==> src/rtl/tccw_pkg.sv <==
// tccw_pkg: shared constants, codes and types of the text console cell writer
// used by every module of the block except tccw_ram; depends on nothing
`timescale 1ns / 1ps
`default_nettype none

package tccw_pkg;

   // screen geometry
   localparam int COLUMNS = 80;
   localparam int ROWS    = 25;
   localparam int CELLS   = COLUMNS * ROWS;

   // cell store addressing
   localparam int ADDR_W = $clog2(CELLS);
   localparam int CNT_W  = $clog2(CELLS + 1);
   localparam int CELL_W = 16;

   // fixed field widths
   localparam int CUR_COL_W = 7;
   localparam int CUR_ROW_W = 5;
   localparam int CSR_IDX_W = 2;

   // command queue between front and back
   localparam int QUEUE_DEPTH = 2;
   localparam int QPTR_W      = (QUEUE_DEPTH > 1) ? $clog2(QUEUE_DEPTH) : 1;
   localparam int QCNT_W      = $clog2(QUEUE_DEPTH + 1);

   // command codes
   localparam logic [1:0] CMD_PUT   = 2'd0;
   localparam logic [1:0] CMD_BACK  = 2'd1;
   localparam logic [1:0] CMD_CLEAR = 2'd2;
   localparam logic [1:0] CMD_READ  = 2'd3;

   // register indexes
   localparam logic [CSR_IDX_W-1:0] REG_DEFAULT_COLOR   = 2'd0;
   localparam logic [CSR_IDX_W-1:0] REG_ERROR_COLOR     = 2'd1;
   localparam logic [CSR_IDX_W-1:0] REG_BACKSPACE_COLOR = 2'd2;
   localparam logic [CSR_IDX_W-1:0] REG_CLEAR_COLOR     = 2'd3;

   // register reset values
   localparam logic [7:0] DEFAULT_COLOR_RST   = 8'd15;
   localparam logic [7:0] ERROR_COLOR_RST     = 8'd79;
   localparam logic [7:0] BACKSPACE_COLOR_RST = 8'd15;
   localparam logic [7:0] CLEAR_COLOR_RST     = 8'd15;

   // character codes
   localparam logic [7:0] CHAR_NEWLINE  = 8'h0A;
   localparam logic [7:0] CHAR_BLANK_IP = 8'h08;
   localparam logic [7:0] CHAR_SPACE    = 8'h20;
   localparam logic [7:0] CHAR_ERROR    = 8'h45;

   // work the back end carries out for one transaction
   typedef enum logic [1:0] {
      OP_NONE,
      OP_WRITE,
      OP_READ,
      OP_CLEAR
   } op_kind_type;

   typedef struct packed {
      op_kind_type            kind;
      logic                   scroll;
      logic [ADDR_W-1:0]      addr;
      logic [CELL_W-1:0]      data;
      logic [CUR_COL_W-1:0]   cursor_col;
      logic [CUR_ROW_W-1:0]   cursor_row;
      logic                   position_error;
   } op_type;

   typedef struct packed {
      logic [CUR_COL_W-1:0]   cursor_col;
      logic [CUR_ROW_W-1:0]   cursor_row;
      logic                   position_error;
      logic [7:0]             read_char;
      logic [7:0]             read_attr;
   } rsp_type;

   // back end sequencer states
   typedef enum logic [2:0] {
      ST_INIT,
      ST_IDLE,
      ST_READ,
      ST_SCROLL,
      ST_ZERO,
      ST_CLEAR
   } st_type;

endpackage

`default_nettype wire

==> src/rtl/tccw_front.sv <==
// tccw_front: accepts transactions, owns cursor and color registers, and
// turns each command into one operation for the back end; depends on tccw_pkg
`timescale 1ns / 1ps
`default_nettype none

module tccw_front (
   input  wire                               clock,
   input  wire                               reset,
   // input transactions
   input  wire                               req_push,
   output logic                              req_full,
   input  wire  [1:0]                        req_command,
   input  wire                               req_at_cursor,
   input  wire  [7:0]                        req_col,
   input  wire  [7:0]                        req_row,
   input  wire  [7:0]                        req_char_code,
   input  wire  [7:0]                        req_attr,
   // register writes
   input  wire                               csr_valid,
   output logic                              csr_ready,
   input  wire  [tccw_pkg::CSR_IDX_W-1:0]    csr_index,
   input  wire  [7:0]                        csr_data,
   // toward the back end
   input  wire                               queue_full,
   input  wire                               back_init,
   output logic                              op_push,
   output tccw_pkg::op_type                  op_out
);
   import tccw_pkg::*;

   logic [CUR_COL_W-1:0] cur_col_ff, cur_col_in;
   logic [CUR_ROW_W-1:0] cur_row_ff, cur_row_in;
   logic [7:0]           default_color_ff, error_color_ff;
   logic [7:0]           backspace_color_ff, clear_color_ff;

   logic [7:0]           tgt_col, tgt_row;
   logic                 in_range;
   logic [7:0]           eff_attr, bs_attr;
   logic [8:0]           col_inc, row_inc;
   logic [8:0]           new_col, new_row;
   logic [7:0]           bs_col, bs_row;
   logic                 accept;

   // linear cell index of a column and row
   function automatic logic [ADDR_W-1:0] cell_addr(input logic [7:0] row,
                                                   input logic [7:0] col);
      logic [16:0] lin;
      lin = 17'(row) * 17'(COLUMNS) + 17'(col);
      return lin[ADDR_W-1:0];
   endfunction

   assign req_full  = queue_full || back_init;
   assign accept    = req_push && !req_full;
   assign op_push   = accept;
   assign csr_ready = 1'b1;

   // target cell and range check
   always_comb begin
      if (req_at_cursor) begin
         tgt_col  = 8'(cur_col_ff);
         tgt_row  = 8'(cur_row_ff);
         in_range = 1'b1;
      end else begin
         tgt_col  = req_col;
         tgt_row  = req_row;
         in_range = (9'(req_col) < 9'(COLUMNS)) && (9'(req_row) < 9'(ROWS));
      end
   end

   assign eff_attr = (req_attr == 8'd0) ? default_color_ff : req_attr;
   assign bs_attr  = (backspace_color_ff == 8'd0) ? default_color_ff : backspace_color_ff;
   assign col_inc  = 9'(tgt_col) + 9'd1;
   assign row_inc  = 9'(tgt_row) + 9'd1;

   // cursor one cell back, staying at the first cell
   always_comb begin
      if (cur_col_ff != '0) begin
         bs_col = 8'(cur_col_ff) - 8'd1;
         bs_row = 8'(cur_row_ff);
      end else if (cur_row_ff != '0) begin
         bs_col = 8'(COLUMNS - 1);
         bs_row = 8'(cur_row_ff) - 8'd1;
      end else begin
         bs_col = 8'd0;
         bs_row = 8'd0;
      end
   end

   // classify the command into one back end operation
   always_comb begin
      new_col                = 9'(tgt_col);
      new_row                = 9'(tgt_row);
      op_out.kind            = OP_NONE;
      op_out.scroll          = 1'b0;
      op_out.addr            = cell_addr(tgt_row, tgt_col);
      op_out.data            = {eff_attr, req_char_code};
      op_out.position_error  = 1'b0;
      cur_col_in             = cur_col_ff;
      cur_row_in             = cur_row_ff;
      unique case (req_command)
         CMD_PUT: begin
            if (!in_range) begin
               op_out.kind           = OP_WRITE;
               op_out.addr           = ADDR_W'(CELLS - 1);
               op_out.data           = {error_color_ff, CHAR_ERROR};
               op_out.position_error = 1'b1;
            end else begin
               if (req_char_code == CHAR_NEWLINE) begin
                  new_col = 9'd0;
                  new_row = row_inc;
               end else if (req_char_code == CHAR_BLANK_IP) begin
                  op_out.kind = OP_WRITE;
                  op_out.data = {eff_attr, CHAR_SPACE};
               end else begin
                  op_out.kind = OP_WRITE;
                  if (col_inc == 9'(COLUMNS)) begin
                     new_col = 9'd0;
                     new_row = row_inc;
                  end else begin
                     new_col = col_inc;
                  end
               end
               // past the last cell the screen scrolls up one row
               if (new_row == 9'(ROWS)) begin
                  op_out.scroll = 1'b1;
                  new_row       = 9'(ROWS - 1);
               end
               cur_col_in = CUR_COL_W'(new_col);
               cur_row_in = CUR_ROW_W'(new_row);
            end
         end
         CMD_BACK: begin
            op_out.kind = OP_WRITE;
            op_out.addr = cell_addr(bs_row, bs_col);
            op_out.data = {bs_attr, CHAR_SPACE};
            cur_col_in  = CUR_COL_W'(bs_col);
            cur_row_in  = CUR_ROW_W'(bs_row);
         end
         CMD_CLEAR: begin
            op_out.kind = OP_CLEAR;
            op_out.data = {clear_color_ff, CHAR_SPACE};
            cur_col_in  = '0;
            cur_row_in  = '0;
         end
         CMD_READ: begin
            if (in_range) begin
               op_out.kind = OP_READ;
            end else begin
               op_out.position_error = 1'b1;
            end
         end
         default: begin
            op_out.kind = OP_NONE;
         end
      endcase
      op_out.cursor_col = cur_col_in;
      op_out.cursor_row = cur_row_in;
   end

   // cursor register, moved on each accepted transaction
   always_ff @(posedge clock) begin
      if (reset) begin
         cur_col_ff <= '0;
         cur_row_ff <= '0;
      end else if (accept) begin
         cur_col_ff <= cur_col_in;
         cur_row_ff <= cur_row_in;
      end
   end

   // color registers
   always_ff @(posedge clock) begin
      if (reset) begin
         default_color_ff   <= DEFAULT_COLOR_RST;
         error_color_ff     <= ERROR_COLOR_RST;
         backspace_color_ff <= BACKSPACE_COLOR_RST;
         clear_color_ff     <= CLEAR_COLOR_RST;
      end else if (csr_valid && csr_ready) begin
         unique case (csr_index)
            REG_DEFAULT_COLOR:   default_color_ff   <= csr_data;
            REG_ERROR_COLOR:     error_color_ff     <= csr_data;
            REG_BACKSPACE_COLOR: backspace_color_ff <= csr_data;
            REG_CLEAR_COLOR:     clear_color_ff     <= csr_data;
            default: begin
               default_color_ff <= default_color_ff;
            end
         endcase
      end
   end

endmodule

`default_nettype wire

==> config.mk <==
export PLATFORM = sky130hd
export DESIGN_NAME = tccw_front
export DESIGN_NICKNAME = d
export VERILOG_FILES = /design/src/rtl/tccw_pkg.sv /design/src/rtl/tccw_front.sv
export SDC_FILE = /design/constraint.sdc
export NUM_CORES = 1
export LEC_CHECK = 0
export BUFFER_PORTS_ARGS = -buffer_cell sky130_fd_sc_hd__buf_2
export CORE_UTILIZATION = 52
export DETAILED_ROUTE_END_ITERATION = 6
export PLACE_DENSITY = 0.75
export SETUP_SLACK_MARGIN = 0.3
export SLEW_MARGIN = 20
export SYNTH_ARGS = -nofsm -noshare
export SYNTH_HDL_FRONTEND = slang
export SYNTH_SLANG_ARGS = --single-unit
==> constraint.sdc <==
create_clock -name clock -period 6.2 [get_ports clock]
set_input_delay 0.62 -clock clock [delete_from_list [all_inputs] [get_ports clock]]
set_output_delay 0.62 -clock clock [all_outputs]
set_load 0.05 [all_outputs]
Yosys cells after proc, flatten, opt, wreduce, memory -nomap -nowiden
Index checks and enable logic that the tools add are counted.
{"block": "word_totals", "regBits": 44, "inputBits": 51, "out_inout_bits": 46, "elab_cells": 78}
{"block": "op_classes", "n_addsub": 6, "mul": 2, "order_cmp": 2, "n_eq_ne": 10, "mux": 37, "n_reduce_logical": 15}
{"op": "8-bit two-way mux", "count": 9}
{"op": "16-bit case mux with 3 select lines", "count": 1}
{"op": "9-bit two-way mux", "count": 5}
{"op": "7-bit two-way mux", "count": 5}
{"op": "11-bit by 8-bit adder with 11-bit output", "count": 2}
{"op": "11-bit case mux with 2 select lines", "count": 1}
{"op": "7-bit case mux with 3 select lines", "count": 1}
{"op": "8-bit by 1-bit adder with 9-bit output (second input constant)", "count": 2}
{"op": "8-bit by 4-bit equality test with 1-bit output (second input constant)", "count": 2}
{"op": "8-bit logical NOT", "count": 2}
{"op": "8-bit by 3-bit multiplier with 7-bit output (second input constant)", "count": 2}
{"op": "16-bit two-way mux", "count": 1}
{"op": "5-bit case mux with 3 select lines", "count": 1}
{"op": "11-bit two-way mux", "count": 1}
{"op": "5-bit two-way mux", "count": 2}
{"op": "9-bit by 5-bit equality test with 1-bit output (second input constant)", "count": 1}
{"op": "9-bit by 7-bit equality test with 1-bit output (second input constant)", "count": 1}
{"op": "2-bit equality test (second input constant)", "count": 4}
{"op": "8-bit by 5-bit less-than comparator with 1-bit output (second input constant)", "count": 1}
{"op": "8-bit by 7-bit less-than comparator with 1-bit output (second input constant)", "count": 1}
{"op": "1-bit two-way mux", "count": 8}
{"op": "2-bit case mux with 4 select lines", "count": 1}
{"op": "2-bit AND reduction", "count": 4}
{"op": "7-bit by 1-bit subtractor with 8-bit output (second input constant)", "count": 1}
{"op": "other kinds (10)", "count": 13}

Longest topological paths before layout
{"block": "logic_depth", "depth_word": 12, "ltp_mapped": 17}

Least setup slack after synthesis
OpenSTA, ideal clock, no wires.
{"block": "synth_timing", "path_type": "register to output", "from": "register cur_col_ff[2]", "to": "output port op_out[36] (netlist name)", "arrival_time_ns": 4.641, "required_ns": 5.580, "setup_slack_ns": 0.939, "stages_incl_launch_ff": 12, "n_path_buf": 2, "cell_sequence": "dfxtp_1 > buf_2 > nor4_1 > nand3_1 > clkbuf_1 > or3_1 > a22oi_1 > ha_1 > ha_1 > ha_1 > nor2b_1 > o311ai_0"}
{"element": "from (decl)", "line": "tccw_front.sv:31", "source": "logic [CUR_COL_W-1:0] cur_col_ff, cur_col_in;"}
{"element": "from (signal assigned)", "line": "tccw_front.sv:166", "source": "cur_col_ff <= cur_col_in;"}
{"element": "to (decl)", "line": "tccw_front.sv:27", "source": "output tccw_pkg::op_type op_out"}

==> run_results.csv <==
group,metric,value,unit
run_status,status,"finished, final reports clean",
die,fp.dieW,96.6,um
synth,ys_seq_area_share,18.9,%
die,ios,97,
synth,synth_top_area_cell,"dfxtp_1",
clocking,worstSkewPairLatency,0.30,ns
setup_path,worstPathMaxFanout,12,
detailed_routing,drc,0,
die,start_util,53.6,%
timing,fin_tns_setup,0,ns
synth,syn_area,0.00465,mm^2
global_route,grt_pass1_vias,4739,
timing,tightest_slew,1.01,ns
global_route,top_usage_layer,"met2",
finish,drive_gt1_share,17.3,%
finish,layout_commonest_cell,"nand2_1",
clocking,tritoncts,"built",
power_and_ir_drop,power.total,971,uW
synth,yosys.area.top_type_share,18.9,%
power_and_ir_drop,ir_drop,0.000148,V
global_route,gr-usage-met2,51.5,%
setup_path,endpoint,"op_out[39]",
placement,place_area,0.00514,mm^2
setup_path,path_class,"register to output port",
setup_path,ff2ff_path_depth,10,
timing,drv_slew,0,
die,dieHeight,96.6,um
clocking,cts_sinks,44,
finish,fill_cells,850,
synth,yosys-top-cells-area,"dfxtp_1 (19%), ha_1 (8.9%), nand2_1 (8.9%), a21oi_1 (5.6%), nor2_1 (4.4%)",
synth,synth_seq_cells,44,
setup_path,r2r_start,"cur_col_ff[0]",
timing,rsz0062_at_grt,"no",
job,maxCapViolCount,0,
timing,finClkSkew,0.00178,ns
timing,max_freq,183,MHz
power_and_ir_drop,leakage,2.45,nW
timing,min_period,5.45,ns
detailed_routing,ant_nets,0,
synth,synth_edf_count,0,
timing,setup_slack,0.749,ns
synth,synth_fp_nets,738,
clocking,cts_hold_buf,0,
placement,dp_hpwl,11.1,mm
synth,ys.flop_type,"dfxtp_1",
finish,final_cell_area,0.00525,mm^2
synth,syn_area_per_cell,7.16,um^2
finish,most-common-layout-cells,"nand2_1 (110), buf_2 (95), nor2_1 (55)",
detailed_routing,wl_per_cell,17.6,um
finish,nets,808,
clocking,clock-root-buffer,"clkbuf_8",
clocking,postCtsSetupBuffers,0,
setup_path,crit_path_end_kind,"output port",
clocking,htreeDepth,2,
die,rows,34,
global_route,track_usage,31.9,%
global_route,grt_start_max_net_pins,36,
setup_path,critPathRequiredTime,5.58,ns
timing,slew_headroom,32.5,%
placement,dp.cells,821,
setup_path,worstPathArrival,4.83,ns
worst_hold_path,min_path_type,"register to register",
finish,finalNonFillerCells,829,
setup_path,r2r_setup_slack,2.94,ns
synth,synth_warnings,0,
detailed_routing,first_pass_iters,6,
synth,synthArstFlopShare,0,%
global_route,antenna_found_initial,0,
die,coreArea,0.00868,mm^2
synth,synthCells,650,
detailed_routing,first_iter_violations,416,
timing,setup_viol,0,
synth,ys_types,77,
timing,whs,0.460,ns
finish,fin_util,60.5,%
timing,final-hold-violation-count,0,
global_route,globalRouteMet1Util,44.1,%
detailed_routing,routed_wl,14.6,mm
global_route,grt_pass1_wl,23.0,mm
placement,io_buffers,95,
finish,syn_to_final_growth,12.9,%
global_route,overflow,0,
placement,dp_slack,1.23,ns
clocking,numCtsBuffers,5,
timing,period_share,87.9,%
global_route,grt.met3_usage,4.62,%
placement,place_congestion,0.940,
setup_path,startpoint_type,"register",
clocking,cts_resized,0,
power_and_ir_drop,p_per_area,185,mW/mm^2
setup_path,crit_path_start,"cur_col_ff[2]",
die,dieArea,0.00933,mm^2
detailed_routing,num_vias,5155,
setup_path,r2r_end,"cur_row_ff[1]",
finish,antenna_cells,0,
detailed_routing,vias_per_cell,6.22,
clocking,clk_pin_slew,0.09,ns
clocking,clk_path_buf_depth,2,
routing by layer:
metal	wire [um]	part of all wire [%]	vias up
met3	1260	8.6	30
met4	250	1.7	0
met1	6230	43	2411
met5	0	0	-
met2	6880	47	266
li1	-	-	2448
layout make-up:
| type | instances | area, um^2 | share of cell area, % |
|---|---|---|---|
| Multi-Input combinational cell | 539 | 3500 | 66.6 |
| Sequential cell | 44 | 881 | 16.8 |
| Timing Repair Buffer | 99 | 505 | 9.63 |
| Tap cell | 108 | 135 | 2.57 |
| Inverter | 31 | 116 | 2.22 |
| Clock buffer | 5 | 68.8 | 1.31 |
| Clock inverter | 3 | 46.3 | 0.882 |
state kept, by name, summed over array words and instances (netlist names):
register / flops
error_color_ff: 8
default_color_ff: 8
cur_row_ff: 5
clear_color_ff: 8
backspace_color_ff: 8
cur_col_ff: 7
Yosys cell counts (all sizes together) (2+ instances only):
cell    number
nor2        55
xnor2       23
xor2         8
nand3       24
clkbuf      27
o22ai        5
and3         8
o311ai       5
nor2b       11
inv         30
or2          3
a22o         2
dfxtp       44
ha          33
a21oi       52
o211ai       2
nand2      110
or3          6
nand4b       3
and3b        4
fa           4
nand2b       6
buf          9
or4          2
a21o        22
mux2i       20
nand4        4
nand3b       3
o21ai       42
a31oi        2
a221oi       8
and2         3
mux2         4
nor4         5
a22oi        7
a221o        2
a32oi        2
nor4b        2
o31ai        5
nor3        17
o41ai        4
o21a         4
worst min path at each step:
| stage | start | end | slack [ns] | cells after the start |
|---|---|---|---|---|
| 2_1_floorplan | clear_color_ff[4] | clear_color_ff[4] | 0.44 | 2 |
| 3_5_place_dp | error_color_ff[5] | error_color_ff[5] | 0.45 | 2 |
| 5_1_grt | clear_color_ff[4] | clear_color_ff[4] | 0.49 | 2 |
| 3_3_place_gp | error_color_ff[5] | error_color_ff[5] | 0.44 | 2 |
| 6_report | error_color_ff[5] | error_color_ff[5] | 0.46 | 2 |
| 4_1_cts | error_color_ff[5] | error_color_ff[5] | 0.46 | 2 |
where the power goes:
group	leakage (nW)	internal, mW	switching, mW
clock	0.0548	0.122	0.113
combinational	2.04	0.132	0.300
sequential	0.359	0.293	0.0112
total	2.45	0.547	0.424
cell families after synthesis:
group                    Yosys count  synth area share (%)
AO/OA/AOI/OAI                    178                  25.5
XOR/XNOR                          31                  5.84
adder cells (fa/ha/maj)           37                  10.6
buffers and inverters             67                  6.02
flip-flops                        44                  18.9
multiplexers                      24                  5.70
other                              1                0.0806
AND/OR/NAND/NOR                  268                  27.4
critical path, cell delays in order, from the launching register on:
cell	delay, ns
dfxtp_1	0.44
nor4_1	0.73
nand3_1	0.48
or3_1	0.47
o21ai_0	0.27
ha_1	0.35
ha_1	0.23
fa_1	0.38
xor2_1	0.21
nand2_1	0.10
nor2_1	0.13
xnor2_1	0.15
xnor2_1	0.13
nand2_1	0.06
nand3_1	0.13
buf_2	0.26
(Power assumes the default switching activity.)
