[src/rtl/tccw_pkg.sv]
// tccw_pkg: shared constants, codes and types of the text console cell writer
// used by every module of the block except tccw_ram; depends on nothing
`timescale 1ns / 1ps
`default_nettype none

package tccw_pkg;

   // screen geometry
   localparam int COLUMNS = 80;
   localparam int ROWS    = 25;
   localparam int CELLS   = COLUMNS * ROWS;

   // cell store addressing
   localparam int ADDR_W = $clog2(CELLS);
   localparam int CNT_W  = $clog2(CELLS + 1);
   localparam int CELL_W = 16;

   // fixed field widths
   localparam int CUR_COL_W = 7;
   localparam int CUR_ROW_W = 5;
   localparam int CSR_IDX_W = 2;

   // command queue between front and back
   localparam int QUEUE_DEPTH = 2;
   localparam int QPTR_W      = (QUEUE_DEPTH > 1) ? $clog2(QUEUE_DEPTH) : 1;
   localparam int QCNT_W      = $clog2(QUEUE_DEPTH + 1);

   // command codes
   localparam logic [1:0] CMD_PUT   = 2'd0;
   localparam logic [1:0] CMD_BACK  = 2'd1;
   localparam logic [1:0] CMD_CLEAR = 2'd2;
   localparam logic [1:0] CMD_READ  = 2'd3;

   // register indexes
   localparam logic [CSR_IDX_W-1:0] REG_DEFAULT_COLOR   = 2'd0;
   localparam logic [CSR_IDX_W-1:0] REG_ERROR_COLOR     = 2'd1;
   localparam logic [CSR_IDX_W-1:0] REG_BACKSPACE_COLOR = 2'd2;
   localparam logic [CSR_IDX_W-1:0] REG_CLEAR_COLOR     = 2'd3;

   // register reset values
   localparam logic [7:0] DEFAULT_COLOR_RST   = 8'd15;
   localparam logic [7:0] ERROR_COLOR_RST     = 8'd79;
   localparam logic [7:0] BACKSPACE_COLOR_RST = 8'd15;
   localparam logic [7:0] CLEAR_COLOR_RST     = 8'd15;

   // character codes
   localparam logic [7:0] CHAR_NEWLINE  = 8'h0A;
   localparam logic [7:0] CHAR_BLANK_IP = 8'h08;
   localparam logic [7:0] CHAR_SPACE    = 8'h20;
   localparam logic [7:0] CHAR_ERROR    = 8'h45;

   // work the back end carries out for one transaction
   typedef enum logic [1:0] {
      OP_NONE,
      OP_WRITE,
      OP_READ,
      OP_CLEAR
   } op_kind_type;

   typedef struct packed {
      op_kind_type            kind;
      logic                   scroll;
      logic [ADDR_W-1:0]      addr;
      logic [CELL_W-1:0]      data;
      logic [CUR_COL_W-1:0]   cursor_col;
      logic [CUR_ROW_W-1:0]   cursor_row;
      logic                   position_error;
   } op_type;

   typedef struct packed {
      logic [CUR_COL_W-1:0]   cursor_col;
      logic [CUR_ROW_W-1:0]   cursor_row;
      logic                   position_error;
      logic [7:0]             read_char;
      logic [7:0]             read_attr;
   } rsp_type;

   // back end sequencer states
   typedef enum logic [2:0] {
      ST_INIT,
      ST_IDLE,
      ST_READ,
      ST_SCROLL,
      ST_ZERO,
      ST_CLEAR
   } st_type;

endpackage

`default_nettype wire

[src/rtl/tccw_op_queue.sv]
// tccw_op_queue: short queue of classified operations between front and back
// depends on tccw_pkg
`timescale 1ns / 1ps
`default_nettype none

module tccw_op_queue (
   input  wire                clock,
   input  wire                reset,
   input  wire                push,
   input  tccw_pkg::op_type   push_op,
   output logic               full,
   input  wire                pop,
   output tccw_pkg::op_type   head_op,
   output logic               empty
);
   import tccw_pkg::*;

   op_type              entries_ff [QUEUE_DEPTH];
   logic [QPTR_W-1:0]   wr_ptr_ff, wr_ptr_in;
   logic [QPTR_W-1:0]   rd_ptr_ff, rd_ptr_in;
   logic [QCNT_W-1:0]   count_ff, count_in;
   logic                do_push, do_pop;

   assign full    = (count_ff == QCNT_W'(QUEUE_DEPTH));
   assign empty   = (count_ff == '0);
   assign do_push = push && !full;
   assign do_pop  = pop && !empty;
   assign head_op = entries_ff[rd_ptr_ff];

   // pointer and fill count update
   always_comb begin
      wr_ptr_in = wr_ptr_ff;
      rd_ptr_in = rd_ptr_ff;
      count_in  = count_ff;
      if (do_push) begin
         wr_ptr_in = (wr_ptr_ff == QPTR_W'(QUEUE_DEPTH - 1)) ? '0 : wr_ptr_ff + QPTR_W'(1);
      end
      if (do_pop) begin
         rd_ptr_in = (rd_ptr_ff == QPTR_W'(QUEUE_DEPTH - 1)) ? '0 : rd_ptr_ff + QPTR_W'(1);
      end
      if (do_push && !do_pop) begin
         count_in = count_ff + QCNT_W'(1);
      end else if (do_pop && !do_push) begin
         count_in = count_ff - QCNT_W'(1);
      end
   end

   always_ff @(posedge clock) begin
      if (reset) begin
         wr_ptr_ff <= '0;
         rd_ptr_ff <= '0;
         count_ff  <= '0;
      end else begin
         wr_ptr_ff <= wr_ptr_in;
         rd_ptr_ff <= rd_ptr_in;
         count_ff  <= count_in;
      end
   end

   // entry storage
   always_ff @(posedge clock) begin
      if (do_push) begin
         entries_ff[wr_ptr_ff] <= push_op;
      end
   end

endmodule

`default_nettype wire

[config.mk]
export PLATFORM = sky130hd
export DESIGN_NAME = tccw_op_queue
export DESIGN_NICKNAME = d
export VERILOG_FILES = /design/src/rtl/tccw_pkg.sv /design/src/rtl/tccw_op_queue.sv
export SDC_FILE = /design/constraint.sdc
export NUM_CORES = 1
export LEC_CHECK = 0
export BUFFER_PORTS_ARGS = -buffer_cell sky130_fd_sc_hd__buf_2
export CAP_MARGIN = 5
export CORE_MARGIN = 3
export CORE_UTILIZATION = 48
export CTS_BUF_LIST = sky130_fd_sc_hd__clkbuf_8
export DETAILED_ROUTE_END_ITERATION = 10
export GPL_TIMING_DRIVEN = 0
export HOLD_SLACK_MARGIN = 0.05
export PLACE_DENSITY_LB_ADDON = 0.08
export SLEW_MARGIN = 20
export SYNTH_ARGS = -nofsm -noshare
export SYNTH_HDL_FRONTEND = slang
export SYNTH_SLANG_ARGS = --single-unit
[constraint.sdc]
create_clock -name clock -period 2.2 [get_ports clock]
set_clock_uncertainty 0.1 [all_clocks]
set_input_delay 0.44 -clock clock [delete_from_list [all_inputs] [get_ports clock]]
set_output_delay 0.44 -clock clock [all_outputs]
set_load 0.01 [all_outputs]
; ---- After elaboration in Yosys (flattened, before gate mapping)
; Memory sizes are Yosys's and may differ from the RTL's. A register that Yosys moved wholly into a read port is not among the register bits.
; Index checks and enable logic that the tools add are counted.
[classes]
addsub = 4
eq_ne = 1
mux = 8
reduce_logical = 10
[op_table]
columns = operator, n
row1 = two-way mux 1 bit, 6
row2 = logical AND 1 bit, 4
row3 = logical NOT 1 bit, 4
row4 = two-way mux 2 bit, 2
row5 = "adder 1 bit, second input constant", 2
row6 = "adder 2 x 1 -> 2 bit, second input constant", 1
row7 = "equality test 2 bit, second input constant", 1
row8 = logical NOT 2 bit, 1
row9 = nonzero test 2 bit, 1
row10 = "subtractor 2 x 1 -> 2 bit, second input constant", 1
[word_totals]
ff_bits = 4
ramBits = 86
in_bits = 47
elab_cells = 27
mem_count = 1
[mem_list]
columns = memory, words, width, read_ports, rd_clocked_by_memory_dff, wr, line
row1 = entries_ff, 2, 43, 1, 1, 1, tccw_op_queue.sv:18  ; op_type entries_ff [QUEUE_DEPTH];

; ---- Longest topological paths before layout
; Gate-level depths: netlist (run 1).
[depth]
depth_word = 7
depth_mapped = 6
ltp_nobuf = 6

; ---- Least setup slack after synthesis (run 1)
; OpenSTA, ideal clock, no wires.
[synth_path]
kind = input -> register
from = input push
to = memory entries_ff[0][0] (netlist bit), enable pin
setup_time_ns = 0.397
t_arrival_ns = 1.691
required_ns = 1.703
setup_slack_ns = 0.011
stages = 3
path_cell_list = inv_1 > or3_1 > inv_1
[synth_via]
elab_chain_len = 3
[synth_rtl]
columns = item, line
row1 = start: declaration, tccw_op_queue.sv:9  ; input wire push,
row2 = logical AND 1 bit, tccw_op_queue.sv:26  ; assign do_push = push && !full;
row3 = two-way mux 1 bit, tccw_op_queue.sv:62  ; if (do_push) begin
row4 = two-way mux 1 bit (not written as such), tccw_op_queue.sv:63  ; entries_ff[wr_ptr_ff] <= push_op;
row5 = end: declaration, tccw_op_queue.sv:18
; Every way passes these cells.

==> flow_summary.yaml, run 1 <==
run_status:
  status: "finished clean"
clock_tree:
  cts_tree: "done"
  cts_hold_buf: 0
  clkSinkCount: 91
  h-tree-depth: 3
  cts-buffers-inserted: 9
  root_buffer: "clkbuf_8"
  cts.clk_slew.worst_paths_ns: 0.08
  insertion_delay_ns: 0.33
  clk_path_buf_depth: 2
worst_setup_path:
  cp.required_ns: 1.66
  critPathTopFamily: "buffers and inverters"
  cp-end-kind: "output port"
  crit_cells: 4
  cp-start-kind: "flop"
  crit_slowest_cell: "mux2_2"
  crit_arrival_ns: 1.52
  critPathMaxFanout: 10
  crit_chain: "buf_2 > buf_4 > mux2_2 > buf_2"
  worst-setup-path-type: "flop to output port"
  r2r_cells: 4
  crit_buf_inv: 3
  cp_slowest_stage_delay_ns: 0.35
  cpMostUsedCell: "buf_2"
die:
  die_area_mm2: 0.007944
  ios: 92
  num_rows: 29
  coreArea_mm2: 0.006531
  dieHeight_um: 89.13
  start_util_pct: 50.79
  die_w_um: 89.13
placed_design:
  dp_hpwl_um: 3649
  port_buffers: 91
  place.gp.congestion: 0.6791
detailed_routing:
  routed_wl_um: 5414
  via_count: 1725
  drcViolationCount: 0
  viasPerCell: 5.000
  avgRoutedWirePerCell_um: 15.69
  drt_iter0_markers: 38
  drt_pass1_iterations: 4
  ant_nets: 0
layout:
  layout_common_cells: "buf_2 (92), edfxtp_1 (86), mux2_2 (43)"
  multi_input_area_um2: 595.6
  ff_latch_area_mm2: 0.002683
  final_layout_size_suffix_gt1_share_pct: 58.58
  syn2layout_area_growth_pct: 24.75
  final_nets: 311
  layout_commonest_cell: "buf_2"
  antenna_cells: 0
  num-fill-cells: 511
timing:
  fin_crit_ns: 2.060
  fmax_ghz: 0.4855
  worst_slew_pin_slew_ns: 0.6031
  setup_viol: 0
  rsz0062_at_grt: "false"
  whs_ns: 0.1844
  maxSlewHeadroom_pct: 59.79
  drv_slew: 0
  setup-tns-final_ns: 0
  hold_viol: 0
  min_period_over_period_pct: 93.62
yosys:
  yosys_warnings: 0
  ys_seq_area_share_pct: 80.88
  synthCells: 159
  netlist_area_mm2: 0.003317
  synthAdderAreaFrac_pct: 0.3772
  avgSynthCellArea_um2: 20.86
  ys_ff_latch: 91
  synthDistinctLibCells: 14
  synth_top_family_by_area: "multiplexers"
  synthSimpleGateAreaFrac_pct: 1.396
  synth-compound-area-share_pct: 0.7544
  synth_nets: 207
  synth.area.mux_share_pct: 14.60
  synth_xor_area_share_pct: 0.7922
global_routing:
  grt_pass1_vias: 1752
  grt_usage_pct: 14.16
  gr-total-overflow: 0
  grt_pass1_wl_um: 8231
  antenna_found_initial: 0
  grt_max_degree: 23
min_path:
  hold-path-cell-count: 1
  holdCritPathClass: "primary input to flop"
power:
  p_per_area_mw_per_mm2: 1120
  vdd_drop_max_v: 0.0006419
  p_leak_nw: 1.578
job:
  maxCapViolCount: 0
[Yosys cell counts]
master | instances | area share [%]
edfxtp_1 | 86 | 78
mux2_2 | 43 | 15
dfxtp_1 | 5 | 3.0
nor2_1 | 5 | 0.57
buf_4 | 3 | 0.68
o21ai_0 | 3 | 0.45
xor2_1 | 3 | 0.79
a21oi_1 | 2 | 0.30
buf_2 | 2 | 0.30
inv_1 | 2 | 0.23
or3_1 | 2 | 0.38
and2_1 | 1 | 0.19
ha_1 | 1 | 0.38
nor2b_2 | 1 | 0.26
[power breakdown]
group | leakage, nW | internal, mW | switching (mW) | total, mW
sequential | 0.844 | 2.18 | 0.0638 | 2.24
clock | 0.109 | 0.628 | 0.524 | 1.15
combinational | 0.624 | 0.604 | 0.639 | 1.24
total | 1.58 | 3.41 | 1.23 | 4.63
[repair_timing]
| item | CTS | global route |
|---|---|---|
| resized for setup | 0 | 2 |
| setup buffers | 0 | 0 |
| endpoints found under the setup margin | 0 | 10 |
[state kept, by name, indices dropped and copies added, names as in the netlist, named ones only]
signal,count
entries_ff,86
count_ff,2
rd_ptr_ff,1
wr_ptr_ff,1
[area by class of cell]
| type | count | area share, % |
|---|---|---|
| Buffer | 5 | 0.8467 |
| Clock buffer | 9 | 2.994 |
| Clock inverter | 7 | 2.086 |
| Inverter | 2 | 0.1814 |
| Multi-Input combinational cell | 61 | 14.39 |
| Sequential cell | 91 | 64.83 |
| Tap cell | 77 | 2.328 |
| Timing Repair Buffer | 93 | 12.34 |
[metrics by stage]
| step | std cells | total power [mW] | util, % | setup WS [ns] | cell area [µm²] |
|---|---|---|---|---|---|
| after floorplan | 159 | 3.047 | - | 0.01134 | 3317 |
| after global routing | 345 | 4.886 | 63.35 | 0.01887 | 4138 |
| after CTS | 345 | 4.707 | 63.31 | 0.01532 | 4135 |
| final | 345 | 4.634 | 63.35 | 0.1403 | 4138 |
| after global placement | 327 | 3.491 | 59.23 | -0.6975 | 3869 |
| after detailed placement | 329 | 3.546 | 60.10 | 0.1166 | 3925 |
[routing by layer]
layer / track usage, % / share of wire, % / vias up
met1: 16.30 / 41 / 834
met4: 6.495 / 1.5 / 0
met2: 23.71 / 50 / 58
met5: 0 / 0 / -
li1: - / - / 826
met3: 5.069 / 7.8 / 7
[worst paths after layout]
path / startpoint / end / slack [ns]
max: flop / head_op[36] / 0.14
max reg2reg: count_ff[0] / entries_ff[0][13] / 0.21
min reg2reg: wr_ptr_ff / wr_ptr_ff / 0.39
min: push_op[22] / entries_ff[0][22] / 0.18
[cells by family after synthesis]
| family | after synthesis |
|---|---|
| AO/OA/AOI/OAI | 5 |
| XOR/XNOR | 3 |
| multiplexers | 43 |
| adder cells (fa/ha/maj) | 1 |
| buffers and inverters | 7 |
| flip-flops | 91 |
| AND/OR/NAND/NOR | 9 |
Power figures use the tool's default switching activity.
==> run 2, diff against run 1 <==
--- a/config.mk
+++ b/config.mk
@@ -13,7 +13,7 @@
 export DETAILED_ROUTE_END_ITERATION = 10
 export GPL_TIMING_DRIVEN = 0
 export HOLD_SLACK_MARGIN = 0.05
-export PLACE_DENSITY_LB_ADDON = 0.08
+export PLACE_DENSITY_LB_ADDON = 0.15
 export SLEW_MARGIN = 20
 export SYNTH_ARGS = -nofsm -noshare
 export SYNTH_HDL_FRONTEND = slang
==> run 2 against run 1 <==
  * Power fell by 2.5%
  * Maximum frequency shrank 1.2%
  * Flip-flop and latch count is the same
  * Sequential share of layout area is 0.63 points higher
  * Global-route usage decreased by 0.22 points
  * Die area is the same
  * Clock-buffer cell count did not move
  * Via count is 0.35% higher
  * Critical endpoint is now head_op[4]
  * Setup slack worse by 0.026 ns
  * Routed wire length fell by 0.17%
==> flow_summary.yaml, run 2 (same netlist as run 1, synthesis figures left out) <==
clock_tree:
  clk_path_buf_depth: 2
  insertion_delay_ns: 0.34
  clkSinkCount: 91
  cts.clk_slew.worst_paths_ns: 0.09
  root_buffer: "clkbuf_8"
  cts_hold_buf: 0
  postCtsSetupBuffers: 0
  cts-buffers-inserted: 9
  h-tree-depth: 3
  cts_tree: "done"
timing:
  whs_ns: 0.1769
  min_period_over_period_pct: 94.79
  worst_slew_pin_slew_ns: 0.5385
  fin_crit_ns: 2.085
  fmax_ghz: 0.4795
  hold_viol: 0
  setup-tns-final_ns: 0
  setup_ws_ns: 0.1147
  setup_viol: 0
  maxSlewHeadroom_pct: 64.10
  drv_slew: 0
  rsz0062_at_grt: "true"
worst_setup_path:
  crit_slowest_cell: "mux2_2"
  cpMostUsedCell: "buf_2"
  cp-start-kind: "flop"
  crit_chain: "buf_2 > buf_4 > mux2_2 > buf_2"
  cp-end-kind: "output port"
  crit_arrival_ns: 1.55
  critPathMaxFanout: 10
  cp.required_ns: 1.66
  worst-setup-path-type: "flop to output port"
  crit_buf_inv: 3
  cp_slowest_stage_delay_ns: 0.36
  critPathTopFamily: "buffers and inverters"
global_routing:
  grt_pass1_vias: 1769
  antenna_found_initial: 0
  gr-total-overflow: 0
  grt_max_degree: 24
  grt_usage_pct: 13.94
  grt_pass1_wl_um: 8024
layout:
  syn2layout_area_growth_pct: 23.54
  largest-register: "entries_ff"
  layout_commonest_cell: "buf_2"
  final_util_pct: 62.74
  layout_common_cells: "buf_2 (92), edfxtp_1 (86), mux2_2 (43)"
  largest_reg_flops: 86
  largestRegisters: "entries_ff x86, count_ff x2"
  final_layout_size_suffix_gt1_share_pct: 58.58
  antenna_cells: 0
  final_nets: 311
detailed_routing:
  drt_iter0_markers: 44
  drt_pass1_iterations: 3
  viasPerCell: 5.017
  avgRoutedWirePerCell_um: 15.67
  ant_nets: 0
  routed_wl_um: 5405
  drcViolationCount: 0
  via_count: 1731
placed_design:
  port_buffers: 91
  dp_hpwl_um: 3684
  pre_cts_ws_ns: 0.1886
  place.gp.congestion: 0.6473
die:
  coreArea_mm2: 0.006531
  dieHeight_um: 89.13
  die_area_mm2: 0.007944
  num_rows: 29
  die_w_um: 89.13
  ios: 92
  start_util_pct: 50.79
power:
  p_per_area_mw_per_mm2: 1103
  p_leak_nw: 1.557
  vdd_drop_max_v: 0.0006411
  total_power_mw: 4.519
min_path:
  holdCritPathClass: "primary input to flop"
run_status:
  status: "finished clean"
job:
  maxCapViolCount: 0
## run 2: changes by cell type in the layout (fill, tap and decap cells not counted)
cell       change
buf_12         +2
buf_16         -2
clkinv_2       +1
clkinv_1       +1
bufinv_16      -1
inv_1          -1
## run 2: power breakdown
| part | internal (mW) | switching [mW] | total, mW |
|---|---|---|---|
| registers | 2.17 | 0.0606 | 2.24 |
| clock network | 0.511 | 0.545 | 1.06 |
| logic | 0.593 | 0.635 | 1.23 |
| total | 3.28 | 1.24 | 4.52 |
## run 2: timing repair
action / in CTS / in global routing
gates cloned: 0 / 0
pin swaps: 0 / 0
resized for setup: 1 / 0
setup endpoints to repair: 1 / 4
## run 2: area by class of cell
| type | count | area [µm²] |
|---|---|---|
| plain buffers | 5 | 35.03 |
| clock buffers | 9 | 123.9 |
| clock inverters | 7 | 61.31 |
| fillers | 515 | 2434 |
| inverters | 2 | 7.507 |
| multi-input cells | 61 | 595.6 |
| flip-flops and latches | 91 | 2683 |
| well taps | 77 | 96.34 |
| repair buffers | 93 | 495.5 |
## run 2: per-layer routing
layer	share of wire (%)	track usage, %	up-vias
li1	-	-	822
met3	9.3	5.899	8
met5	0	0	-
met4	1.6	6.901	0
met2	50	23.84	60
met1	39	14.75	841
## run 2: worst paths after layout
path	from	to	slack (ns)	depth (start not counted)
worst max-delay path	flop	head_op[4]	0.11	4
worst max register to register	count_ff[0]	entries_ff[0][9]	0.29	4
worst min register to register	wr_ptr_ff	wr_ptr_ff	0.39	2
worst min-delay path	push_op[29]	entries_ff[1][29]	0.18	1
## run 2: stage by stage
stage	instance area [µm²]	std cells
floorplan	3317	159
global placement	3869	327
detailed placement	3910	329
CTS	4098	345
global route	4098	345
finish	4098	345
## run 2: worst reg2reg max path, delay by kind of cell (launching register included)
family,cells,cell delay [ns]
and+or+nand+nor,2,0.42
buffers and inverters,2,0.63
DFF,1,0.44
